$ cat config.mk
export PLATFORM = sky130hd
export DESIGN_NAME = descriptor_command_splitter
export DESIGN_NICKNAME = d
export VERILOG_FILES = /design/src/rtl/dcs_pkg.sv /design/src/rtl/descriptor_command_splitter.sv /design/src/rtl/dcs_step.sv
export SDC_FILE = /design/constraint.sdc
export NUM_CORES = 1
export LEC_CHECK = 0
export ABC_CLOCK_PERIOD_IN_PS = 12400
export BUFFER_PORTS_ARGS = -buffer_cell sky130_fd_sc_hd__buf_4
export CAP_MARGIN = 20
export CORE_AREA = 2 2 175 126
export DETAILED_ROUTE_END_ITERATION = 7
export DIE_AREA = 0 0 177 128
export PLACE_DENSITY_LB_ADDON = 0.08
export SYNTH_ARGS = -nofsm -noshare
export SYNTH_HDL_FRONTEND = slang
export SYNTH_SLANG_ARGS = --single-unit
$ cat constraint.sdc
create_clock -name i_clk -period 12.4 [get_ports i_clk]
set_input_delay 0 -clock i_clk [delete_from_list [all_inputs] [get_ports i_clk]]
set_output_delay 0 -clock i_clk [all_outputs]
set_load 0.01 [all_outputs]
$ cat src/rtl/dcs_pkg.sv
// Types and constants shared by the descriptor command splitter.
// Character codes, input op and result kind codes, register indexes, flag and result records.
// Depends on nothing.
package dcs_pkg;

    localparam int LINE_OUT_BITS = 24;
    localparam int CHAR_BITS     = 16;
    localparam int Q_DEPTH       = 4;
    localparam int Q_PTR_BITS    = 2;
    localparam int Q_CNT_BITS    = 3;

    localparam logic [CHAR_BITS-1:0] CH_HASH   = 16'h0023;
    localparam logic [CHAR_BITS-1:0] CH_SEMI   = 16'h003B;
    localparam logic [CHAR_BITS-1:0] CH_CR     = 16'h000D;
    localparam logic [CHAR_BITS-1:0] CH_LF     = 16'h000A;
    localparam logic [CHAR_BITS-1:0] CH_TAB    = 16'h0009;
    localparam logic [CHAR_BITS-1:0] CH_SPACE  = 16'h0020;
    localparam logic [CHAR_BITS-1:0] CH_SQUOTE = 16'h0027;
    localparam logic [CHAR_BITS-1:0] CH_DQUOTE = 16'h0022;
    localparam logic [CHAR_BITS-1:0] CH_BSLASH = 16'h005C;

    localparam logic CFG_SEMICOLON_MODE = 1'b0;
    localparam logic CFG_INDENT_MODE    = 1'b1;

    typedef enum logic [1:0] {
        OP_CHAR    = 2'd0,
        OP_END     = 2'd1,
        OP_INVALID = 2'd2
    } t_op;

    typedef enum logic [1:0] {
        KIND_CHAR  = 2'd0,
        KIND_END   = 2'd1,
        KIND_ERROR = 2'd2
    } t_kind;

    typedef struct packed {
        logic at_line_start;
        logic indented;
        logic skip_comment;
        logic in_single_quotes;
        logic in_double_quotes;
        logic escape_pending;
        logic command_nonempty;
    } t_flags;

    localparam t_flags FLAGS_CLEAR = '{
        at_line_start:    1'b1,
        indented:         1'b0,
        skip_comment:     1'b0,
        in_single_quotes: 1'b0,
        in_double_quotes: 1'b0,
        escape_pending:   1'b0,
        command_nonempty: 1'b0
    };

    typedef struct packed {
        logic [1:0]               kind;
        logic [CHAR_BITS-1:0]     char_code;
        logic [LINE_OUT_BITS-1:0] line_number;
        logic                     last;
    } t_result;

endpackage

$ cat src/rtl/descriptor_command_splitter.sv
// Descriptor command splitter: decoded character stream in, command characters and markers out.
// Top level: input register, step logic, four-entry result queue, configuration registers.
// Depends on dcs_pkg and dcs_step.
//
// Usage:
//   Input items arrive on s_axis: tdata[1:0] op (character, end of input, invalid character),
//   tdata[17:2] character code. Each item yields zero, one or two results on m_axis:
//   tuser is the kind (command character, end of command, invalid character error),
//   tdata[15:0] the character, tdata[39:16] the line the command began on, tlast marks the
//   final result of an input item. Items that yield nothing (carriage returns, blanks at a
//   line start, comment text) leave no trace on m_axis.
//   A result passes through the input register, then the result queue, before it is
//   offered on m_axis. Throughput: one item per cycle while each item yields at most one
//   result and m_axis is ready; the output moves one result per cycle while m_axis_tready
//   is high, so items yielding two results (escaped characters, indent breaks) fill the
//   queue faster than it drains.
//   When m_axis stalls, results collect in the four-entry queue; s_axis_tready drops once the
//   queue cannot take two more results and an item waits in the input register.
//   Reset (synchronous, i_rst_n low) empties the queue, drops the input register, restores
//   the parser flags and line counters and sets semicolon mode on, indent mode off.
//   Configuration: i_cfg_we writes i_cfg_data into register i_cfg_index (0 semicolon mode,
//   1 indent mode); write only while the block is idle.
module descriptor_command_splitter
    import dcs_pkg::*;
#(
    parameter int LINE_BITS = 24
) (
    input  logic        i_clk,
    input  logic        i_rst_n,
    input  logic        i_cfg_we,
    input  logic [0:0]  i_cfg_index,
    input  logic [0:0]  i_cfg_data,
    input  logic        s_axis_tvalid,
    output logic        s_axis_tready,
    input  logic [23:0] s_axis_tdata,   // op[1:0], char_code[17:2], zero[23:18]
    output logic        m_axis_tvalid,
    input  logic        m_axis_tready,
    output logic [39:0] m_axis_tdata,   // char_code_res[15:0], line_number[39:16]
    output logic        m_axis_tlast,   // last
    output logic [1:0]  m_axis_tuser    // kind[1:0]
);

    logic                  r_semicolon_mode;
    logic                  r_indent_mode;

    logic                  r_in_valid;
    logic [1:0]            r_in_op;
    logic [CHAR_BITS-1:0]  r_in_char;

    t_flags                r_flags;
    logic [LINE_BITS-1:0]  r_newline_count;
    logic [LINE_BITS-1:0]  r_command_line;

    t_flags                n_flags;
    logic [LINE_BITS-1:0]  n_newline_count;
    logic [LINE_BITS-1:0]  n_command_line;
    logic [1:0]            step_count;
    t_result               step_res0;
    t_result               step_res1;

    t_result               r_q [Q_DEPTH];
    logic [Q_PTR_BITS-1:0] r_wr_ptr;
    logic [Q_PTR_BITS-1:0] r_rd_ptr;
    logic [Q_CNT_BITS-1:0] r_count;
    logic [Q_CNT_BITS-1:0] n_count;

    logic                  process;
    logic                  pop;
    logic                  in_accept;
    logic [Q_CNT_BITS-1:0] push_count;
    t_result               head;

    dcs_step #(
        .LINE_BITS(LINE_BITS)
    ) u_step (
        .i_semicolon_mode(r_semicolon_mode),
        .i_indent_mode   (r_indent_mode),
        .i_op            (r_in_op),
        .i_char          (r_in_char),
        .i_flags         (r_flags),
        .i_newline_count (r_newline_count),
        .i_command_line  (r_command_line),
        .o_flags         (n_flags),
        .o_newline_count (n_newline_count),
        .o_command_line  (n_command_line),
        .o_count         (step_count),
        .o_res0          (step_res0),
        .o_res1          (step_res1)
    );

    assign process       = r_in_valid && (r_count <= Q_CNT_BITS'(Q_DEPTH - 2));
    assign s_axis_tready = !r_in_valid || process;
    assign in_accept     = s_axis_tvalid && s_axis_tready;
    assign pop           = m_axis_tvalid && m_axis_tready;
    assign push_count    = process ? Q_CNT_BITS'(step_count) : '0;
    assign n_count       = r_count + push_count - Q_CNT_BITS'(pop);

    assign head          = r_q[r_rd_ptr];
    assign m_axis_tvalid = (r_count != '0);
    assign m_axis_tdata  = {head.line_number, head.char_code};
    assign m_axis_tlast  = head.last;
    assign m_axis_tuser  = head.kind;

    always_ff @(posedge i_clk) begin
        if (!i_rst_n) begin
            r_semicolon_mode <= 1'b1;
            r_indent_mode    <= 1'b0;
        end else if (i_cfg_we) begin
            unique case (i_cfg_index)
                CFG_SEMICOLON_MODE: r_semicolon_mode <= i_cfg_data[0];
                CFG_INDENT_MODE:    r_indent_mode    <= i_cfg_data[0];
                default: begin
                end
            endcase
        end
    end

    always_ff @(posedge i_clk) begin
        if (!i_rst_n) begin
            r_in_valid <= 1'b0;
        end else if (s_axis_tready) begin
            r_in_valid <= s_axis_tvalid;
        end
    end

    always_ff @(posedge i_clk) begin
        if (in_accept) begin
            r_in_op   <= s_axis_tdata[1:0];
            r_in_char <= s_axis_tdata[17:2];
        end
    end

    always_ff @(posedge i_clk) begin
        if (!i_rst_n) begin
            r_flags         <= FLAGS_CLEAR;
            r_newline_count <= '0;
            r_command_line  <= '0;
        end else if (process) begin
            r_flags         <= n_flags;
            r_newline_count <= n_newline_count;
            r_command_line  <= n_command_line;
        end
    end

    always_ff @(posedge i_clk) begin
        if (process) begin
            if (step_count != 2'd0) begin
                r_q[r_wr_ptr] <= step_res0;
            end
            if (step_count == 2'd2) begin
                r_q[r_wr_ptr + Q_PTR_BITS'(1)] <= step_res1;
            end
        end
    end

    always_ff @(posedge i_clk) begin
        if (!i_rst_n) begin
            r_wr_ptr <= '0;
            r_rd_ptr <= '0;
            r_count  <= '0;
        end else begin
            r_wr_ptr <= r_wr_ptr + Q_PTR_BITS'(push_count);
            r_rd_ptr <= r_rd_ptr + Q_PTR_BITS'(pop);
            r_count  <= n_count;
        end
    end

endmodule

$ cat src/rtl/dcs_step.sv
// Per-item update of the splitter: parser flags, line counters and up to two results.
// Pure combinational logic between the input register and the result queue.
// Depends on dcs_pkg.
module dcs_step
    import dcs_pkg::*;
#(
    parameter int LINE_BITS = 24
) (
    input  logic                 i_semicolon_mode,
    input  logic                 i_indent_mode,
    input  logic [1:0]           i_op,
    input  logic [CHAR_BITS-1:0] i_char,
    input  t_flags               i_flags,
    input  logic [LINE_BITS-1:0] i_newline_count,
    input  logic [LINE_BITS-1:0] i_command_line,
    output t_flags               o_flags,
    output logic [LINE_BITS-1:0] o_newline_count,
    output logic [LINE_BITS-1:0] o_command_line,
    output logic [1:0]           o_count,
    output t_result              o_res0,
    output t_result              o_res1
);

    localparam logic [LINE_BITS-1:0] LINE_MAX = '1;

    t_flags               f;
    logic [LINE_BITS-1:0] nl;
    logic [LINE_BITS-1:0] cl;
    logic [1:0]           cnt;
    t_result              res0;
    t_result              res1;
    logic                 go;
    logic                 blank;
    logic                 is_lf;

    function automatic t_result mk_result(t_kind kind, logic [CHAR_BITS-1:0] ch,
                                          logic [LINE_BITS-1:0] line);
        logic [31:0] wide;
        t_result     r;
        wide          = 32'(line);
        r.kind        = kind;
        r.char_code   = ch;
        r.line_number = wide[LINE_OUT_BITS-1:0];
        r.last        = 1'b0;
        return r;
    endfunction

    always_comb begin
        f     = i_flags;
        nl    = i_newline_count;
        cl    = i_command_line;
        cnt   = 2'd0;
        res0  = '0;
        res1  = '0;
        go    = 1'b1;
        blank = (i_char == CH_SPACE) || (i_char == CH_TAB);
        is_lf = (i_char == CH_LF);

        unique case (i_op)
            OP_CHAR: begin
                if (i_char == CH_CR) begin
                    go = 1'b0;
                end
                if (go) begin
                    if (is_lf && nl != LINE_MAX) begin
                        nl = nl + LINE_BITS'(1);
                    end
                    if (blank && f.at_line_start) begin
                        f.indented = 1'b1;
                    end
                    if (f.at_line_start && (blank || is_lf)) begin
                        go = 1'b0;
                    end
                end
                if (go) begin
                    if (f.at_line_start && i_indent_mode && !f.indented && f.command_nonempty) begin
                        res0 = mk_result(KIND_END, '0, cl);
                        cnt  = 2'd1;
                        f    = FLAGS_CLEAR;
                    end
                    if (f.at_line_start) begin
                        if (i_char == CH_HASH) begin
                            f.skip_comment = 1'b1;
                        end
                        f.at_line_start = 1'b0;
                    end
                    if (is_lf) begin
                        f.indented      = 1'b0;
                        f.at_line_start = 1'b1;
                        if (f.skip_comment) begin
                            f.skip_comment = 1'b0;
                            go             = 1'b0;
                        end
                    end
                end
                if (go && f.skip_comment) begin
                    go = 1'b0;
                end
                if (go && i_char == CH_BSLASH && (f.in_single_quotes || f.in_double_quotes)
                        && !f.escape_pending) begin
                    f.escape_pending = 1'b1;
                    go               = 1'b0;
                end
                if (go) begin
                    if (i_char == CH_SQUOTE && !f.in_double_quotes && !f.escape_pending) begin
                        f.in_single_quotes = !f.in_single_quotes;
                    end
                    if (i_char == CH_DQUOTE && !f.in_single_quotes && !f.escape_pending) begin
                        f.in_double_quotes = !f.in_double_quotes;
                    end
                    if (i_char == CH_SEMI && i_semicolon_mode && !f.in_single_quotes
                            && !f.in_double_quotes) begin
                        if (f.command_nonempty) begin
                            res0 = mk_result(KIND_END, '0, cl);
                            cnt  = 2'd1;
                        end
                        f  = FLAGS_CLEAR;
                        go = 1'b0;
                    end
                end
                if (go) begin
                    if (!f.command_nonempty) begin
                        cl                 = (nl != LINE_MAX) ? nl + LINE_BITS'(1) : LINE_MAX;
                        f.command_nonempty = 1'b1;
                    end
                    if (f.escape_pending) begin
                        res0             = mk_result(KIND_CHAR, CH_BSLASH, cl);
                        f.escape_pending = 1'b0;
                        res1             = mk_result(KIND_CHAR, i_char, cl);
                        cnt              = 2'd2;
                    end else if (cnt == 2'd0) begin
                        res0 = mk_result(KIND_CHAR, i_char, cl);
                        cnt  = 2'd1;
                    end else begin
                        res1 = mk_result(KIND_CHAR, i_char, cl);
                        cnt  = 2'd2;
                    end
                end
            end
            OP_END: begin
                if (f.command_nonempty) begin
                    res0 = mk_result(KIND_END, '0, cl);
                    cnt  = 2'd1;
                end
                f  = FLAGS_CLEAR;
                nl = '0;
                cl = '0;
            end
            OP_INVALID: begin
                res0 = mk_result(KIND_ERROR, '0, cl);
                cnt  = 2'd1;
                f    = FLAGS_CLEAR;
                nl   = '0;
                cl   = '0;
            end
            default: begin
            end
        endcase

        if (cnt == 2'd1) begin
            res0.last = 1'b1;
        end
        if (cnt == 2'd2) begin
            res1.last = 1'b1;
        end
    end

    assign o_flags         = f;
    assign o_newline_count = nl;
    assign o_command_line  = cl;
    assign o_count         = cnt;
    assign o_res0          = res0;
    assign o_res1          = res1;

endmodule

* After elaboration in Yosys (flattened, before gate mapping)
Memory sizes are Yosys's and may differ from the RTL's. A register that Yosys moved wholly into a read port is not among the register bits.
Index checks and enable logic that the tools add are counted.
** Storage, ports and cells
- Word-level logic and storage cells :: 170
- Output and inout bits :: 45
- Register bits after elaboration :: 83
- Input port bits :: 31
- Memories :: 1
- RAM bits :: 172
** Operators by class
- Add/subtract/negate cells :: 7
- Reduce and logical (&&, ||, !) cells :: 42
- Equality and inequality tests :: 16
- Magnitude comparators :: 1
- Bitwise operators :: 1
- Muxes and demuxes :: 85
** Memory list
- r_q :: depth 4, width 43, read ports 1, clocked after memory_dff 1, wr ports 2, RTL line descriptor_command_splitter.sv:61 : t_result r_q [Q_DEPTH];
** Operators by type and width (number)
- $mux 43 :: 10
- $mux 24 :: 6
- $pmux 43 s3 :: 1
- $pmux 24 s2 :: 2
- $mux 42 :: 2
- $eq 16x6->1 const B :: 5
- $mux 7 :: 8
- $add 24x1->24 const B :: 2
- $eq 16x4->1 const B :: 3
- $ne 24x24->1 const B :: 2
- $mux 1 :: 41
- $mux 41 :: 1
- $mux 2 :: 11
- $logic_and 1x1->1 :: 20
- $eq 16x7->1 const B :: 1
- $pmux 7 s2 :: 1
- $logic_not 1->1 :: 8
- $pmux 2 s3 :: 1
- $reduce_and 2->1 :: 3
- $eq 2x1->1 const B :: 2
- $eq 2x2->1 const B :: 2
- $logic_not 2->1 :: 2
- $logic_or 1x1->1 :: 4
- $reduce_bool 2->1 :: 2
- other kinds (12) :: 12

* Depth between registers and ports, before layout
Gate-level depths: netlist of run 1.
- Word-level depth :: 53
- Gate-level depth with buffers :: 19
- Mapped depth without buffers :: 16

* Cells and area by module
Synthesis of run 1 repeated with hierarchy kept, for this count alone.
** Second synthesis, totals
- Cell total of the unflattened synthesis :: 1452
- Area total of the unflattened synthesis :: 15924.0 µm²
** Modules (own cells, without submodules)
- descriptor_command_splitter :: cells an instance 758, area an instance 11613.6 µm², sequential area each 7006.7 µm², times used 1
- dcs_step :: cells an instance 694, area an instance 4310.4 µm², sequential area each 0.0 µm², times used 1

* Worst setup path after synthesis of run 1
No wires, ideal clock.
- Path kind :: register -> register
- From :: reg r_in_char[13]
- To :: mem r_q[2][0] in the netlist's numbering, enable pin
- Setup slack :: 7.751 ns
- Cell stages (with the launch flop) :: 14
- Path buffers :: 4
- Arrival :: 4.110 ns
- Required time :: 11.861 ns
- Period minus slack after synthesis :: 4.649 ns
- Library setup time :: 0.539 ns
- Cell sequence :: edfxtp_1 > or4_1 > clkbuf_1 > or3_4 > or4_4 > o211a_2 > nor3_2 > nor3_2 > or3_1 > buf_2 > nand2_1 > buf_2 > buf_2 > nand2_1
** RTL lines
- start: declaration :: RTL line descriptor_command_splitter.sv:48 : logic [CHAR_BITS-1:0] r_in_char;
- start signal: assignment :: RTL line descriptor_command_splitter.sv:129 : r_in_char <= s_axis_tdata[17:2];
- end: declaration :: RTL line descriptor_command_splitter.sv:61

==> results.cfg, run 1 <==
[worst_setup_path]
crit_type = reg -> reg
cp_max_fo = 29
cpMaxStageDelayCell = or4_1
worst_ep_arrival_time_ns = 5.93
crit_family = simple AND/OR/NAND/NOR gates
critPathCaptureType = register
required_ns = 12.59
cp_num_buf_inv = 3
startpoint_type = register
slowest_delay_ns = 0.83
crit_chain = or4_1, nor3_1, a21o_1, o211a_2, nor3_2, nor3_2, inv_1, or4_1, and2_1, inv_1, buf_4

[global_routing]
overflow = 0
grt_pass1_wl_um = 56940
grt_max_degree = 68
grt_pass1_vias = 9929
grt.total_usage = 0.3275
antenna_found_initial = 0

[timing]
relSlewSlack = 0.2101
setup_viol_count_final = 0
period_minus_slack_ns = 5.740
drv_slew = 0
rsz0062_at_grt = no
fmax_mhz = 174.2
worstMarginPinSlew_ns = 1.178
fin_crit_sh = 0.4629
tns_ns = 0
fin_ws_ns = 6.660
fin_skew_ns = 0.02249
hold_viol = 0

[logic_synthesis]
yosysMostFrequentCell = edfxtp_1
avgSynthCellArea_um2 = 11.08
synthAdderAreaFrac = 0.01247
synth_top_flop_cell = edfxtp_1
synth_top_family_by_area = compound AO/OA/AOI/OAI gates
ys_async_sr_fraction = 0
synth_compound_area_frac = 0.1761
synth-xor-area-share = 0.02761
synth.top_cell.area_share = 0.4006
synth-seq-cells = 255
postSynthNetCount = 1275
yosysUniqueCellTypes = 91
synth_warnings = 0
synth_common_cells = 182 x edfxtp_1, 94 x nand2_1, 85 x o22ai_1
synth_mux_area_frac = 0.07640
syn_area_um2 = 13640
synth_enable_flop_cells = 182
synth_cells = 1231
synthSimpleGateAreaFrac = 0.1655
synth.largest_area_cell = edfxtp_1
ys_top_cells_by_area = edfxtp_1 40%, dfxtp_1 11%, mux4_2 7.1%
ys_seq_area_frac = 0.5078

[power]
p_per_area_nw_per_um2 = 138.9
p_leak_nw = 5.255
ir_worst_vdd_uv = 154.5
power.total_mw = 2.135

[clock_network]
root_buffer = clkbuf_16
htreeDepth = 1
insertion_delay_ns = 0.55
ctsResizeCount = 0
clkSlewWorstSetupHoldPaths_ns = 0.06
clock-sinks = 255
cts_tree = built
clk_path_buf_depth = 3
cts-buffers-inserted = 25

[cells_and_area]
fillCellCount = 1466
seq_area_um2 = 6929
multiInputGateArea_um2 = 6266
num_antenna_cells = 0
area_delta_synth_final_pct = 12.66
layout.cells.non_filler = 1582
fin_nets = 1325
drive_gt1_frac = 0.1708

[placement]
hpwl_um = 24460
port_buffers = 69
placed_cells = 1508
place.gp.congestion = 0.9101
pre_cts_ws_ns = 6.731

[floorplanning]
core_area_um2 = 21110
die_area_um2 = 22660
ios = 76
die_x_um = 177
rows = 45
start_util = 0.6461
dieHeight_um = 128

[route]
drc_errors = 0
wl_per_cell_um = 23.25
ant_nets = 0
vias = 10748
drt_iter0_drc = 1600
firstDrtPassIters = 6
wirelength_um = 36790
vias_per_cell = 6.794

[run_status]
outcome = completed

[job]
cap_viol_max_count = 0

[min_path]
hold_path_class = in -> reg
## worst paths after layout
path                  from           to  slack (ns)  depth (start not counted)
max reg2reg  r_in_char[13]    r_q[1][8]        6.66                         11
min reg2reg     r_q[2][42]   r_q[2][42]        0.46                          2
min          m_axis_tready  r_rd_ptr[0]        0.07                          4
max          r_in_char[13]    r_q[1][8]        6.66                         11
## through the flow
step,cell area [um2],hold slack [ns],util
after floorplan,13640,0.09887,-
after global placement,14250,0.1785,0.6747
after detailed placement,14250,0.1795,0.6747
after CTS,15330,0.03638,0.7262
after global routing,15370,0.08592,0.7279
final,15370,0.06875,0.7279
## metal layers
layer	routed length, um	track usage	vias up
met5	0	0	-
met4	682	0.06174	0
met3	4360	0.07473	71
met2	15930	0.4839	677
met1	15810	0.5008	5174
li1	-	-	4826
## final cells by class
type,instances,share of cell area
flip-flops and latches,255,0.4509
multi-input cells,867,0.4077
repair buffers,110,0.05927
clock buffers,28,0.04274
well taps,282,0.02296
clock inverters,18,0.01107
inverters,22,0.005373
## state kept, by name, summed over array words and instances (netlist names), 2 cells and up
name,cells
r_count,3
r_flags,7
r_newline_count,24
r_q,172
r_in_char,16
r_command_line,24
r_wr_ptr,2
r_rd_ptr,2
r_in_op,2
## cells by family after synthesis
group           after synthesis
buf+inv                     109
compound gates              349
xor+xnor                     43
flops                       255
mux                          50
simple gates                412
fa+ha+maj                    13
## worst reg2reg max path, delay by kind of cell (launching register included)
family	cells	cell delay, ns
flip-flops	1	0.54
AND/OR/NAND/NOR	6	3.02
AO/OA/AOI/OAI	2	0.58
buffers and inverters	3	1.24
## layout by cell type, fill, tap and decap left out, types with 7 or more instances in the layout
cell type / synthesis / final
o21ai_0: 58 / 58
or4_1: 8 / 8
a21boi_0: 12 / 12
and2_1: 77 / 77
ha_1: 12 / 12
nand2b_1: 8 / 8
nor3_1: 13 / 13
buf_4: 3 / 83
and3_1: 7 / 7
o211ai_1: 7 / 7
nor4b_1: 9 / 9
nor4_1: 12 / 11
mux4_2: 43 / 43
inv_1: 21 / 21
a21oi_1: 49 / 49
dlygate4sd3_1: 0 / 26
a21o_1: 13 / 13
a31o_2: 10 / 10
a22oi_1: 20 / 20
or3_1: 8 / 8
nor2b_1: 31 / 31
xor2_1: 23 / 23
nand2_1: 94 / 93
nand3_1: 30 / 30
dfxtp_1: 73 / 71
nor2_1: 61 / 61
clkbuf_16: 0 / 25
o22ai_1: 85 / 85
o21ai_1: 9 / 9
nand4_1: 18 / 18
a211oi_1: 7 / 7
xnor2_1: 20 / 20
edfxtp_1: 182 / 182
a21oi_2: 7 / 7
## timing repair
| item | in CTS | in global routing |
|---|---|---|
| setup buffers | 0 | 0 |
| hold buffers | 26 | 0 |
| hold endpoints to repair | 22 | 0 |
## power breakdown
| part | internal [mW] | leakage, nW | switching (mW) |
|---|---|---|---|
| Combinational | 0.199 | 2.50 | 0.208 |
| Sequential | 0.935 | 2.36 | 0.0324 |
| Clock | 0.427 | 0.392 | 0.333 |
| Total | 1.56 | 5.26 | 0.574 |
No activity file was read; power rests on OpenSTA's default activity.
==> run 2: changes to the inputs <==
ABC_CLOCK_PERIOD_IN_PS = 5400   (was 12400)
CORE_AREA = 2 2 181 130   (was 2 2 175 126)
DIE_AREA = 0 0 183 132   (was 0 0 177 128)
clock period = 5.4 ns   (was 12.4 ns; I/O delays follow)
==> run 2 against run 1 <==
Worst hold slack worse by 0.011 ns. First-iteration DRC count down 15%. Flip-flop and latch count unchanged. Combinational power up 140%. Critical path depth up 1. Sequential power up 130%. Non-clock buffer count up 23. Die area up 6.6%. Clock power up 130%. Count of clock-buffer cells in the layout up 4. Critical endpoint is now r_q[0][21]. Largest cell class unchanged.
==> results.cfg, run 2 (same netlist as run 1, synthesis figures left out) <==
[power]
p_clk_frac = 0.356
ir_worst_vdd_uv = 228.2
p_sw_frac = 0.2671
p_per_area_nw_per_um2 = 318.0
pwr-share-comb = 0.194
p_leak_nw = 5.436
internal-power_mw = 3.628
p_seq_frac = 0.450
power.switching_mw = 1.322

[cells_and_area]
largest_reg_flops = 172
fin_nets = 1348
num_antenna_cells = 0
final_common_cell = edfxtp_1
top_regs = r_q (172), r_command_line (24), r_newline_count (24)
mostFrequentLayoutCells = 182 x edfxtp_1, 103 x buf_4, 93 x nand2_1
finish.utilization = 0.6971
area_delta_synth_final_pct = 14.11
layout.cells.non_filler = 1611
drive_gt1_frac = 0.1814
regMostFlops = r_q

[timing]
holdWs_ns = 0.05771
fin_skew_ns = 0.02821
fmax_mhz = 201.8
period_minus_slack_ns = 4.956
relSlewSlack = 0.3190
fin_crit_sh = 0.9177
hold_viol = 0
rsz0062_at_grt = no
fin_ws_ns = 0.4443
tns_ns = 0
worstMarginPinSlew_ns = 1.018
setup_viol_count_final = 0
drv_slew = 0

[route]
ant_nets = 0
drt_iter0_drc = 1354
wirelength_um = 36930
wl_per_cell_um = 22.92
firstDrtPassIters = 6
drc_errors = 0
vias = 10845
vias_per_cell = 6.732

[floorplanning]
start_util = 0.6109
die_area_um2 = 24160
ios = 76
die_x_um = 183
rows = 46
dieHeight_um = 132
core_area_um2 = 22330

[clock_network]
htreeDepth = 1
insertion_delay_ns = 0.56
cts_tree = built
clock-sinks = 255
post-cts-setup-buffer-count = 0
cts-buffers-inserted = 25
clk_path_buf_depth = 3
clkSlewWorstSetupHoldPaths_ns = 0.07
root_buffer = clkbuf_16

[worst_setup_path]
crit_type = reg -> reg
required_ns = 5.67
worst_ep_arrival_time_ns = 5.23
startpoint_type = register
critPathCaptureType = register
cp_max_fo = 12

[placement]
hpwl_um = 24890
port_buffers = 69
pre_cts_ws_ns = 0.6014
placed_cells = 1538
place.gp.congestion = 0.9261

[run_status]
outcome = completed

[global_routing]
overflow = 0
grt_pass1_wl_um = 57490
grt.total_usage = 0.3055
grt_max_degree = 68
grt_pass1_vias = 10086
antenna_found_initial = 0

[min_path]
hold_path_class = in -> reg

[job]
cap_viol_max_count = 0
[run 2: routing by layer]
layer / up-vias / share of wire / global-route usage
met2: 687 / 0.42 / 0.4379
met3: 79 / 0.12 / 0.06630
met4: 0 / 0.023 / 0.07067
met5: - / 0 / 0
li1: 4873 / - / -
met1: 5206 / 0.44 / 0.4754
[run 2: final timing paths]
path	from	to	slack, ns	cells past startpoint
min	m_axis_tready	r_rd_ptr[0]	0.06	4
max reg2reg	r_in_char[12]	r_q[0][21]	0.44	12
min reg2reg	r_q[2][41]	r_q[2][41]	0.47	2
max	r_in_char[12]	r_q[0][21]	0.44	12
[run 2: per-stage QoR]
step                      total power, mW  cell area, um2
after floorplan                     2.844           13640
after global placement              3.183           14470
after detailed placement            3.193           14470
after CTS                           4.956           15550
after global routing                5.120           15570
final                               4.950           15570
[run 2: cell type report]
class	count	area (um2)
flip-flops and latches	255	6929
fillers	1643	6765
multi-input cells	867	6266
repair buffers	133	1114
clock buffers	32	651.9
well taps	288	360.3
clock inverters	14	162.7
inverters	22	82.58
[run 2: worst max-delay path, stage by stage (launching register included)]
cell and delay [ns]:
edfxtp_1 0.55, or4_1 0.68, nor3_1 0.61, o2111a_1 0.38, xnor2_1 0.33, ha_1 0.42, nand2_1 0.20, nor4_1 0.24
buf_4 0.24, nand3_1 0.09, o31a_1 0.29, mux2i_1 0.48, o22ai_1 0.18
[run 2: power groups by stage]
stage | clock, mW | sequential (mW) | combinational, mW
2_1_floorplan | 0 | 2.22 | 0.628
3_3_place_gp | 0 | 2.31 | 0.872
3_5_place_dp | 0 | 2.31 | 0.879
4_1_cts | 1.78 | 2.27 | 0.901
5_1_grt | 1.85 | 2.24 | 1.03
6_report | 1.76 | 2.23 | 0.959
[run 2: timing repair]
item	4_1_cts	5_1_grt
endpoints found under the setup margin	0	0
hold buffers	26	0
resized for setup	0	0
hold endpoints to repair	22	0
